`config.mk`:
```
export PLATFORM = sky130hd
export DESIGN_NAME = speech_capture_vad_core
export DESIGN_NICKNAME = d
export VERILOG_FILES = /design/src/rtl/scv_pkg.sv /design/src/rtl/scv_csr.sv /design/src/rtl/scv_front.sv /design/src/rtl/scv_track.sv /design/src/rtl/speech_capture_vad_core.sv
export SDC_FILE = /design/constraint.sdc
export NUM_CORES = 2
export LEC_CHECK = 0
export BUFFER_PORTS_ARGS = -buffer_cell sky130_fd_sc_hd__buf_2
export CORE_ASPECT_RATIO = 1.25
export CORE_MARGIN = 2
export CORE_UTILIZATION = 58
export DETAILED_ROUTE_END_ITERATION = 6
export PLACE_DENSITY = 0.81
export RECOVER_POWER = 25
export SLEW_MARGIN = 5
export SYNTH_ARGS = -nofsm -noshare
export SYNTH_HDL_FRONTEND = slang
export SYNTH_SLANG_ARGS = --single-unit
```
`constraint.sdc`:
```
create_clock -name clock -period 10.6 [get_ports clock]
set_input_delay 0.53 -clock clock [delete_from_list [all_inputs] [get_ports clock]]
set_output_delay 0.53 -clock clock [all_outputs]
set_load 0.02 [all_outputs]
```
`src/rtl/scv_pkg.sv`:
```
`timescale 1ns / 1ps

package scv_pkg;

   // Field widths fixed by the interface
   localparam int SAMPLE_W     = 16;
   localparam int CNT_FIELD_W  = 24;
   localparam int THRESH_W     = 38;
   localparam int ENERGY_W     = 39;
   localparam int SQUARE_W     = 31;
   localparam int CSR_INDEX_W  = 3;
   localparam int CSR_DATA_W   = 38;

   localparam int REQ_TDATA_W  = 32;
   localparam int REQ_TUSER_W  = 1;
   localparam int RSP_TDATA_W  = 64;
   localparam int RSP_TUSER_W  = 4;

   // Saturation limits of the mono sum
   localparam logic signed [SAMPLE_W-1:0] SAMPLE_MAX = 16'sh7FFF;
   localparam logic signed [SAMPLE_W-1:0] SAMPLE_MIN = 16'sh8000;

   // Default parameter values
   localparam int CHUNK_LEN_DEFAULT  = 256;
   localparam int COUNT_BITS_DEFAULT = 24;

   // Register indexes
   localparam logic [CSR_INDEX_W-1:0] REG_ENERGY_THRESHOLD = 3'd0;
   localparam logic [CSR_INDEX_W-1:0] REG_SILENCE_TIMEOUT  = 3'd1;
   localparam logic [CSR_INDEX_W-1:0] REG_NO_SPEECH_TIMEOUT = 3'd2;
   localparam logic [CSR_INDEX_W-1:0] REG_MAX_RECORD       = 3'd3;
   localparam logic [CSR_INDEX_W-1:0] REG_TRAIL_PAD        = 3'd4;
   localparam logic [CSR_INDEX_W-1:0] REG_BUFFER_CAPACITY  = 3'd5;

   // Register reset values
   localparam logic [THRESH_W-1:0]    RST_ENERGY_THRESHOLD  = '0;
   localparam logic [CNT_FIELD_W-1:0] RST_SILENCE_TIMEOUT   = 24'd16000;
   localparam logic [CNT_FIELD_W-1:0] RST_NO_SPEECH_TIMEOUT = 24'd80000;
   localparam logic [CNT_FIELD_W-1:0] RST_MAX_RECORD        = 24'd160000;
   localparam logic [CNT_FIELD_W-1:0] RST_TRAIL_PAD         = 24'd3200;
   localparam logic [CNT_FIELD_W-1:0] RST_BUFFER_CAPACITY   = 24'd160000;

   typedef struct packed {
      logic [THRESH_W-1:0]    energy_threshold;
      logic [CNT_FIELD_W-1:0] silence_timeout;
      logic [CNT_FIELD_W-1:0] no_speech_timeout;
      logic [CNT_FIELD_W-1:0] max_record;
      logic [CNT_FIELD_W-1:0] trail_pad;
      logic [CNT_FIELD_W-1:0] buffer_capacity;
   } scv_cfg_type;

   typedef struct packed {
      logic                       begin_capture;
      logic signed [SAMPLE_W-1:0] mono_sample;
      logic [SQUARE_W-1:0]        square;
   } scv_frame_type;

   typedef struct packed {
      logic signed [SAMPLE_W-1:0] mono_sample;
      logic                       store_enable;
      logic [CNT_FIELD_W-1:0]     store_index;
      logic                       chunk_end;
      logic                       chunk_loud;
      logic                       capture_done;
      logic                       speech_found;
      logic [CNT_FIELD_W-1:0]     kept_length;
   } scv_result_type;

endpackage

```
`src/rtl/scv_csr.sv`:
```
`timescale 1ns / 1ps

module scv_csr import scv_pkg::*; (
   input  logic                   clock,
   input  logic                   reset,
   input  logic                   csr_valid,
   output logic                   csr_ready,
   input  logic [CSR_INDEX_W-1:0] csr_index,
   input  logic [CSR_DATA_W-1:0]  csr_data,
   output scv_cfg_type            cfg
);

   scv_cfg_type cfg_ff;
   scv_cfg_type cfg_in;

   assign csr_ready = 1'b1;
   assign cfg       = cfg_ff;

   always_comb begin
      cfg_in = cfg_ff;
      if (csr_valid) begin
         case (csr_index)
            REG_ENERGY_THRESHOLD:  cfg_in.energy_threshold  = csr_data[THRESH_W-1:0];
            REG_SILENCE_TIMEOUT:   cfg_in.silence_timeout   = csr_data[CNT_FIELD_W-1:0];
            REG_NO_SPEECH_TIMEOUT: cfg_in.no_speech_timeout = csr_data[CNT_FIELD_W-1:0];
            REG_MAX_RECORD:        cfg_in.max_record        = csr_data[CNT_FIELD_W-1:0];
            REG_TRAIL_PAD:         cfg_in.trail_pad         = csr_data[CNT_FIELD_W-1:0];
            REG_BUFFER_CAPACITY:   cfg_in.buffer_capacity   = csr_data[CNT_FIELD_W-1:0];
            default:               cfg_in = cfg_ff;
         endcase
      end
   end

   always_ff @(posedge clock) begin
      if (reset) begin
         cfg_ff.energy_threshold  <= RST_ENERGY_THRESHOLD;
         cfg_ff.silence_timeout   <= RST_SILENCE_TIMEOUT;
         cfg_ff.no_speech_timeout <= RST_NO_SPEECH_TIMEOUT;
         cfg_ff.max_record        <= RST_MAX_RECORD;
         cfg_ff.trail_pad         <= RST_TRAIL_PAD;
         cfg_ff.buffer_capacity   <= RST_BUFFER_CAPACITY;
      end else begin
         cfg_ff <= cfg_in;
      end
   end

endmodule

```
`src/rtl/scv_front.sv`:
```
`timescale 1ns / 1ps

module scv_front import scv_pkg::*; (
   input  logic                       clock,
   input  logic                       reset,
   input  logic                       in_valid,
   output logic                       in_ready,
   input  logic                       begin_capture,
   input  logic signed [SAMPLE_W-1:0] left_sample,
   input  logic signed [SAMPLE_W-1:0] right_sample,
   output logic                       out_valid,
   input  logic                       out_ready,
   output scv_frame_type              out_frame
);

   logic                       valid_ff;
   logic                       valid_in;
   scv_frame_type              frame_ff;
   scv_frame_type              frame_in;
   logic signed [SAMPLE_W:0]   sum_wide;
   logic signed [SAMPLE_W-1:0] mono;
   logic signed [2*SAMPLE_W-1:0] product;

   // Stage is free when empty or when its item moves on this cycle.
   assign in_ready  = !valid_ff || out_ready;
   assign out_valid = valid_ff;
   assign out_frame = frame_ff;

   always_comb begin
      sum_wide = {left_sample[SAMPLE_W-1], left_sample}
               + {right_sample[SAMPLE_W-1], right_sample};
      // The top two bits differ only when the sum left the 16-bit range.
      if (sum_wide[SAMPLE_W] != sum_wide[SAMPLE_W-1]) begin
         mono = sum_wide[SAMPLE_W] ? SAMPLE_MIN : SAMPLE_MAX;
      end else begin
         mono = sum_wide[SAMPLE_W-1:0];
      end
      product = mono * mono;

      frame_in.begin_capture = begin_capture;
      frame_in.mono_sample   = mono;
      frame_in.square        = product[SQUARE_W-1:0];

      valid_in = in_ready ? in_valid : valid_ff;
   end

   always_ff @(posedge clock) begin
      if (reset) begin
         valid_ff <= 1'b0;
      end else begin
         valid_ff <= valid_in;
      end
   end

   always_ff @(posedge clock) begin
      if (in_valid && in_ready) begin
         frame_ff <= frame_in;
      end
   end

endmodule

```
`src/rtl/scv_track.sv`:
```
`timescale 1ns / 1ps

module scv_track import scv_pkg::*; #(
   parameter int CHUNK_LEN  = CHUNK_LEN_DEFAULT,
   parameter int COUNT_BITS = COUNT_BITS_DEFAULT
) (
   input  logic           clock,
   input  logic           reset,
   input  logic           in_valid,
   output logic           in_ready,
   input  scv_frame_type  in_frame,
   input  scv_cfg_type    cfg,
   output logic           out_valid,
   input  logic           out_ready,
   output scv_result_type out_result
);

   localparam int CHUNK_BITS = (CHUNK_LEN > 1) ? $clog2(CHUNK_LEN) : 1;
   localparam int CMP_BITS   = ((COUNT_BITS > CNT_FIELD_W) ? COUNT_BITS : CNT_FIELD_W) + 1;
   localparam logic [CHUNK_BITS-1:0] CHUNK_LAST = CHUNK_BITS'(CHUNK_LEN - 1);

   logic                  recording_ff, recording_in;
   logic                  seen_ff, seen_in;
   logic [COUNT_BITS-1:0] stored_ff, stored_in;
   logic [COUNT_BITS-1:0] elapsed_ff, elapsed_in;
   logic [COUNT_BITS-1:0] last_ff, last_in;
   logic [CHUNK_BITS-1:0] fic_ff, fic_in;
   logic [ENERGY_W-1:0]   energy_ff, energy_in;
   logic                  rsp_valid_ff, rsp_valid_in;
   scv_result_type        result_ff, result_in;

   logic                  take;
   logic                  run;
   logic                  seen0;
   logic [COUNT_BITS-1:0] stored0, elapsed0, last0;
   logic [CHUNK_BITS-1:0] fic0;
   logic [ENERGY_W-1:0]   energy0, energy1;
   logic [ENERGY_W:0]     energy_add;
   logic                  store_ok, c_end, loud, stop, stop_timeout;
   logic [COUNT_BITS-1:0] stored1, elapsed1;
   logic [CMP_BITS-1:0]   c_stored0, c_stored1, c_elapsed1, c_last0;
   logic [CMP_BITS-1:0]   diff_quiet, end_quiet, kept_quiet, kept_c;

   assign in_ready   = !rsp_valid_ff || out_ready;
   assign take       = in_valid && in_ready;
   assign out_valid  = rsp_valid_ff;
   assign out_result = result_ff;

   always_comb begin
      run = in_frame.begin_capture || recording_ff;

      // A new capture starts from cleared state within this same item.
      if (in_frame.begin_capture) begin
         seen0    = 1'b0;
         stored0  = '0;
         elapsed0 = '0;
         last0    = '0;
         fic0     = '0;
         energy0  = '0;
      end else begin
         seen0    = seen_ff;
         stored0  = stored_ff;
         elapsed0 = elapsed_ff;
         last0    = last_ff;
         fic0     = fic_ff;
         energy0  = energy_ff;
      end

      c_stored0 = CMP_BITS'(stored0);
      store_ok  = (c_stored0 < CMP_BITS'(cfg.buffer_capacity))
                && (stored0 != {COUNT_BITS{1'b1}});
      stored1   = stored0 + COUNT_BITS'(store_ok);
      elapsed1  = elapsed0 + COUNT_BITS'(elapsed0 != {COUNT_BITS{1'b1}});

      energy_add = {1'b0, energy0} + (ENERGY_W + 1)'(in_frame.square);
      energy1    = energy_add[ENERGY_W] ? {ENERGY_W{1'b1}} : energy_add[ENERGY_W-1:0];

      c_end = (fic0 == CHUNK_LAST);
      loud  = energy1 > {1'b0, cfg.energy_threshold};

      c_stored1  = CMP_BITS'(stored1);
      c_elapsed1 = CMP_BITS'(elapsed1);
      c_last0    = CMP_BITS'(last0);

      // Both outcomes of the loudness test are prepared side by side; a loud
      // chunk moves the voice point to the current count, so its silence
      // run is zero and its trimmed end can never fall short of the count.
      diff_quiet = c_stored1 - c_last0;
      end_quiet  = c_last0 + CMP_BITS'(cfg.trail_pad);
      kept_quiet = (end_quiet > c_stored1) ? c_stored1 : end_quiet;
      kept_c     = loud ? c_stored1 : kept_quiet;

      if (loud) begin
         stop_timeout = (cfg.silence_timeout == '0);
      end else if (seen0) begin
         stop_timeout = diff_quiet >= CMP_BITS'(cfg.silence_timeout);
      end else begin
         stop_timeout = c_elapsed1 > CMP_BITS'(cfg.no_speech_timeout);
      end
      stop = stop_timeout
           || (c_elapsed1 > CMP_BITS'(cfg.max_record))
           || (c_stored1 >= CMP_BITS'(cfg.buffer_capacity));

      result_in.mono_sample  = in_frame.mono_sample;
      result_in.store_enable = run && store_ok;
      result_in.store_index  = (run && store_ok) ? c_stored0[CNT_FIELD_W-1:0] : '0;
      result_in.chunk_end    = run && c_end;
      result_in.chunk_loud   = run && c_end && loud;
      result_in.capture_done = run && c_end && stop;
      result_in.speech_found = run && c_end && stop && (seen0 || loud);
      result_in.kept_length  = (run && c_end && stop && (seen0 || loud))
                             ? kept_c[CNT_FIELD_W-1:0] : '0;

      recording_in = recording_ff;
      seen_in      = seen_ff;
      stored_in    = stored_ff;
      elapsed_in   = elapsed_ff;
      last_in      = last_ff;
      fic_in       = fic_ff;
      energy_in    = energy_ff;
      if (take && run) begin
         recording_in = !(c_end && stop);
         stored_in    = stored1;
         elapsed_in   = elapsed1;
         if (c_end) begin
            seen_in   = seen0 || loud;
            last_in   = loud ? stored1 : last0;
            fic_in    = '0;
            energy_in = '0;
         end else begin
            seen_in   = seen0;
            last_in   = last0;
            fic_in    = fic0 + CHUNK_BITS'(1);
            energy_in = energy1;
         end
      end

      rsp_valid_in = in_ready ? in_valid : rsp_valid_ff;
   end

   always_ff @(posedge clock) begin
      if (reset) begin
         recording_ff <= 1'b0;
         seen_ff      <= 1'b0;
         stored_ff    <= '0;
         elapsed_ff   <= '0;
         last_ff      <= '0;
         fic_ff       <= '0;
         energy_ff    <= '0;
         rsp_valid_ff <= 1'b0;
      end else begin
         recording_ff <= recording_in;
         seen_ff      <= seen_in;
         stored_ff    <= stored_in;
         elapsed_ff   <= elapsed_in;
         last_ff      <= last_in;
         fic_ff       <= fic_in;
         energy_ff    <= energy_in;
         rsp_valid_ff <= rsp_valid_in;
      end
   end

   always_ff @(posedge clock) begin
      if (take) begin
         result_ff <= result_in;
      end
   end

endmodule

```
`src/rtl/speech_capture_vad_core.sv`:
```
`timescale 1ns / 1ps

// Channel   Direction  Handshake              Contents
// req_      in         req_tvalid/req_tready  one stereo frame and a start flag
// rsp_      out        rsp_tvalid/rsp_tready  one result item for every frame
// csr_      in         csr_valid/csr_ready    register index and write data
//
// Every frame passes through two registers on its way to a result: one after
// the mono sum and its square, one after the capture tracking and chunk test.
// A new frame is taken in every cycle while results are being drained.
// Reset is synchronous and active high; it clears the capture state and
// loads the register defaults. A stall on the result side holds the result
// stage; once both stages hold an item, req_tready drops in the same cycle.
module speech_capture_vad_core import scv_pkg::*; #(
   parameter int CHUNK_LEN  = CHUNK_LEN_DEFAULT,
   parameter int COUNT_BITS = COUNT_BITS_DEFAULT
) (
   input  logic                   clock,
   input  logic                   reset,

   input  logic                   req_tvalid,
   output logic                   req_tready,
   // [15:0] left_sample, [31:16] right_sample
   input  logic [REQ_TDATA_W-1:0] req_tdata,
   // [0] begin_capture
   input  logic [REQ_TUSER_W-1:0] req_tuser,

   output logic                   rsp_tvalid,
   input  logic                   rsp_tready,
   // [15:0] mono_sample, [39:16] store_index, [63:40] kept_length
   output logic [RSP_TDATA_W-1:0] rsp_tdata,
   // [0] store_enable, [1] chunk_end, [2] chunk_loud, [3] speech_found
   output logic [RSP_TUSER_W-1:0] rsp_tuser,
   // capture_done: the recording ended with this item
   output logic                   rsp_tlast,

   input  logic                   csr_valid,
   output logic                   csr_ready,
   input  logic [CSR_INDEX_W-1:0] csr_index,
   input  logic [CSR_DATA_W-1:0]  csr_data
);

   scv_cfg_type    cfg;
   scv_frame_type  frame;
   scv_result_type result;
   logic           frame_valid;
   logic           frame_ready;

   // Register file: write only with no capture item in flight; not enforced.
   scv_csr u_csr (
      .clock     (clock),
      .reset     (reset),
      .csr_valid (csr_valid),
      .csr_ready (csr_ready),
      .csr_index (csr_index),
      .csr_data  (csr_data),
      .cfg       (cfg)
   );

   // First stage: saturating stereo-to-mono sum and its square. Neither
   // depends on capture state, so it is done ahead of the tracking stage.
   scv_front u_front (
      .clock         (clock),
      .reset         (reset),
      .in_valid      (req_tvalid),
      .in_ready      (req_tready),
      .begin_capture (req_tuser[0]),
      .left_sample   (req_tdata[SAMPLE_W-1:0]),
      .right_sample  (req_tdata[2*SAMPLE_W-1:SAMPLE_W]),
      .out_valid     (frame_valid),
      .out_ready     (frame_ready),
      .out_frame     (frame)
   );

   // Second stage: storage index, chunk energy, speech and stop decisions,
   // and the result register that faces the output channel.
   scv_track #(
      .CHUNK_LEN  (CHUNK_LEN),
      .COUNT_BITS (COUNT_BITS)
   ) u_track (
      .clock      (clock),
      .reset      (reset),
      .in_valid   (frame_valid),
      .in_ready   (frame_ready),
      .in_frame   (frame),
      .cfg        (cfg),
      .out_valid  (rsp_tvalid),
      .out_ready  (rsp_tready),
      .out_result (result)
   );

   assign rsp_tdata = {result.kept_length, result.store_index, result.mono_sample};
   assign rsp_tuser = {result.speech_found, result.chunk_loud,
                       result.chunk_end, result.store_enable};
   assign rsp_tlast = result.capture_done;

endmodule

```
==> summary.md <==
| Metric | Value |
|---|---|
| GRT overflow | 0 |
| Crit path kind | input port to flop |
| RSZ-0062 raised after global routing | false |
| CP endpoint | u_front.out_frame[30] |
| Status | finished with violations |
| Final hold violation count | 0 |
| R2r endpoint | u_track.out_result[5] |
| Slew headroom | -38.5% |
| Worst stage delay on the critical path | roughly 0.57 ns |
| Final wirelength | 96.7 mm |
| Failing checks | capacitance limit, slew limit |
| Buffers on Ports | ~150 |
| CTS buffer count | between 40 and 50 |
| FFs w/ async S/R, synth | 0% |
| Dpl hpwl | roughly 75 mm |
| Uppermost routed layer | met4 |
| Mapped Cells | around 4000 |
| Clock Latency Late Sink | 0.62 ns |
| Syn-to-layout area delta | 9.64% |
| Die width | roughly 220 microns |
| Synth warnings | 0 |
| Clock Tree Root | clkbuf_16 |
| Fin area | about 37000 sq um |
| Net total in the final layout | 4834 |
| Initial DRC Count | ~2200 |
| Fmax | a little over 100 MHz |
| Gates resized, CTS repair | 0 |
| Area leader, netlist | dfxtp_1 |
| Core Area | ~58000 sq um |
| Critical Path Source | req_tdata[0] |
| Full die area | 60600 sq um |
| Share of the synthesized area in the top cell type | between 10% and 20% |
| Vias after detailed routing | approximately 29000 |
| Post-Syn Nets | about 4700 |
| Htree depth | 2 |
| Largest net degree at the start of global routing | roughly 130 |
| CP dominant cell by count | fa_1 |
| Worst-margin pin slew | 2.08 ns |
| R2R Setup Slk | 1.10 ns |
| CTS Hold Buffers Added | 0 |
| # setup viols final | 0 |
| Met2 WL | 47.8 mm |
| Yosys reg bits | 396 |
| 1st-pass router iterations | 5 |
| Crit path max fanout | 11 |
| Final TNS setup | 0 ns |
| Critical path startpoint category | input port |
| Initial antenna violation count | 1 |
| Metal3 WL | between 4 and 5 mm |
| Met1 WL | about 37 mm |
| Initial Util | ~60% |
| Hold WS | roughly 0.12 ns |
| Setup bufs post-CTS | 0 |
| IO Pins | approximately 150 |
| CTS tree | yes |
| CTS Buffer Depth | 3 |
| Num rows | slightly below 100 |
| Post-synth EDFFs | approximately 120 |
| Fin crit share | slightly above 90% |
| DR DRC count | 0 |
| Avg WL per Cell | 19.5 microns |
| R2R depth | 37 |
| Synthesized area | approximately 34000 sq um |
| Cell with the largest stage delay on the worst path | fa_1 |
| Share of layout cells above drive strength 1 | just over 7% |
| Vias per cell | between 5 and 6 |
| Place WS | between 0.1 and 0.15 ns |
| Worst min-delay path class | input port to flop |
| # fillers | between 4000 and 5000 |
| Cell variety after synth | 94 |
| Worst setup EP type | flop |
| DRT antenna net count | 0 |
| Final Slew Violations | 56 |
| Synth top area cells | dfxtp_1 (17%), fa_1 (14%), ha_1 (13%) |
| Global-route wire length before repair | ~150 mm |
| Overall die height | between 200 and 300 microns |
| Register area share after synthesis | between 20% and 30% |
| Final Worst Setup Slack | 0.693 ns |
| Reg2reg start | u_front.out_frame[47] |
| Placer Congestion | between 1 and 1.5 |
| WHS Path Cells | 1 |
| Sink Count | 396 |
| Vias in the first global route | about 29000 |
| Total track usage | 31.9% |
| Max Cap Viol | 2 |
| CTS clock-pin slew for the worst setup and hold paths | roughly 0.060 ns |
| Syn Area/Cell | ~8.4 sq um |
| WP data required | ~11 ns |
| Placed inst area | roughly 36000 sq um |
| CP arrival | 10.25 ns |
| Final clock skew | between 0.04 and 0.05 ns |
| Final worst path period need | around 9.9 ns |
| Primary FF master, synth | dfxtp_1 |
critical path, delay by kind of cell:
kind,cells,cell delay [ns]
buffers and inverters,8,0.69
AO/OA/AOI/OAI,16,3.61
adder cells (fa/ha/maj),10,4.32
XOR/XNOR,1,0.09
AND/OR/NAND/NOR,5,0.99
through the flow:
| stage | util, % | std cells |
|---|---|---|
| floorplan | - | 4050 |
| global placement | 61.4 | 4886 |
| detailed placement | 61.4 | 4886 |
| CTS | 64.2 | 4968 |
| global route | 64.1 | 4969 |
| finish | 64.1 | 4969 |
worst min path at each step:
stage	startpoint	end	slack, ns
3_5_place_dp	u_front.out_frame[45]	u_track.out_result[67]	0.41
2_1_floorplan	u_front.out_frame[32]	u_track.out_result[54]	0.40
6_report	req_tuser	u_front.out_frame[47]	0.12
3_3_place_gp	u_front.out_frame[43]	u_track.out_result[65]	0.41
5_1_grt	req_tuser	u_front.out_frame[47]	0.10
4_1_cts	req_tuser	u_front.out_frame[47]	0.10
routing by layer:
| metal | vias up | GRT usage (%) |
|---|---|---|
| met5 | - | 0 |
| met4 | 0 | 21.2 |
| met3 | 324 | 3.22 |
| met2 | 1032 | 56.5 |
| met1 | 13846 | 36.4 |
| li1 | 13834 | - |
cell usage in the layout, fill, tap and decap left out, drive strengths merged, types with 38 or more instances in the layout:
master and n:
nand2 615, inv 556, ha 344, nor2 325
a21oi 319, dfxtp 281, fa 236, buf 171
o21ai 147, clkbuf 119, edfxtp 115, xnor2 102
a21o 82, nor2b 77, nor3 64, nand3 56
xor2 52, nand4 47, o21a 42, a211oi 38
flip-flops by register name, summed over array words and instances (netlist names):
name,count
u_csr.cfg,158
u_front.out_frame,46
u_front.out_valid,1
u_track.elapsed_ff,24
u_track.energy_ff,39
u_track.fic_ff,8
u_track.last_ff,24
u_track.out_result,69
u_track.out_valid,1
u_track.recording_ff,1
u_track.seen_ff,1
u_track.stored_ff,24
cells by family after synthesis:
group / Yosys count / share of synthesized area, %
flops: 396 / 26.7
compound gates: 836 / 15.8
xor+xnor: 159 / 4.42
fa+ha+maj: 581 / 26.6
buf+inv: 704 / 8.00
mux: 19 / 0.574
simple gates: 1354 / 17.9
other cells: 1 / 0.0110
synthesized netlist by cell type (all sizes together), types with 17 or more instances:
cell type,instances
nand4,47
inv,552
fa,236
a21o,82
nor2,325
nand2b,25
and2,20
xnor2,102
o211ai,21
clkbuf,114
a22oi,36
nand3,56
ha,344
and3,23
nor2b,77
o21a,42
o21ai,147
edfxtp,115
xor2,52
buf,33
a21oi,319
nand2,615
a211oi,38
a211o,17
nor3,64
a2111oi,19
dfxtp,281
layout make-up:
| cell class | instances | area, sq um | share of cell area, % |
|---|---|---|---|
| inverters | 557 | 2090 | 5.61 |
| multi-input cells | 2950 | 22300 | 59.7 |
| clock inverters | 18 | 304 | 0.815 |
| clock buffers | 64 | 1340 | 3.59 |
| diodes | 1 | 2.50 | 0.00671 |
| flip-flops and latches | 396 | 9080 | 24.3 |
| repair buffers | 226 | 1270 | 3.41 |
| well taps | 757 | 947 | 2.54 |
Power is left out: the tool's default activity adds up to more than one toggle a clock period on the data nets, which glitch-free logic cannot reach.
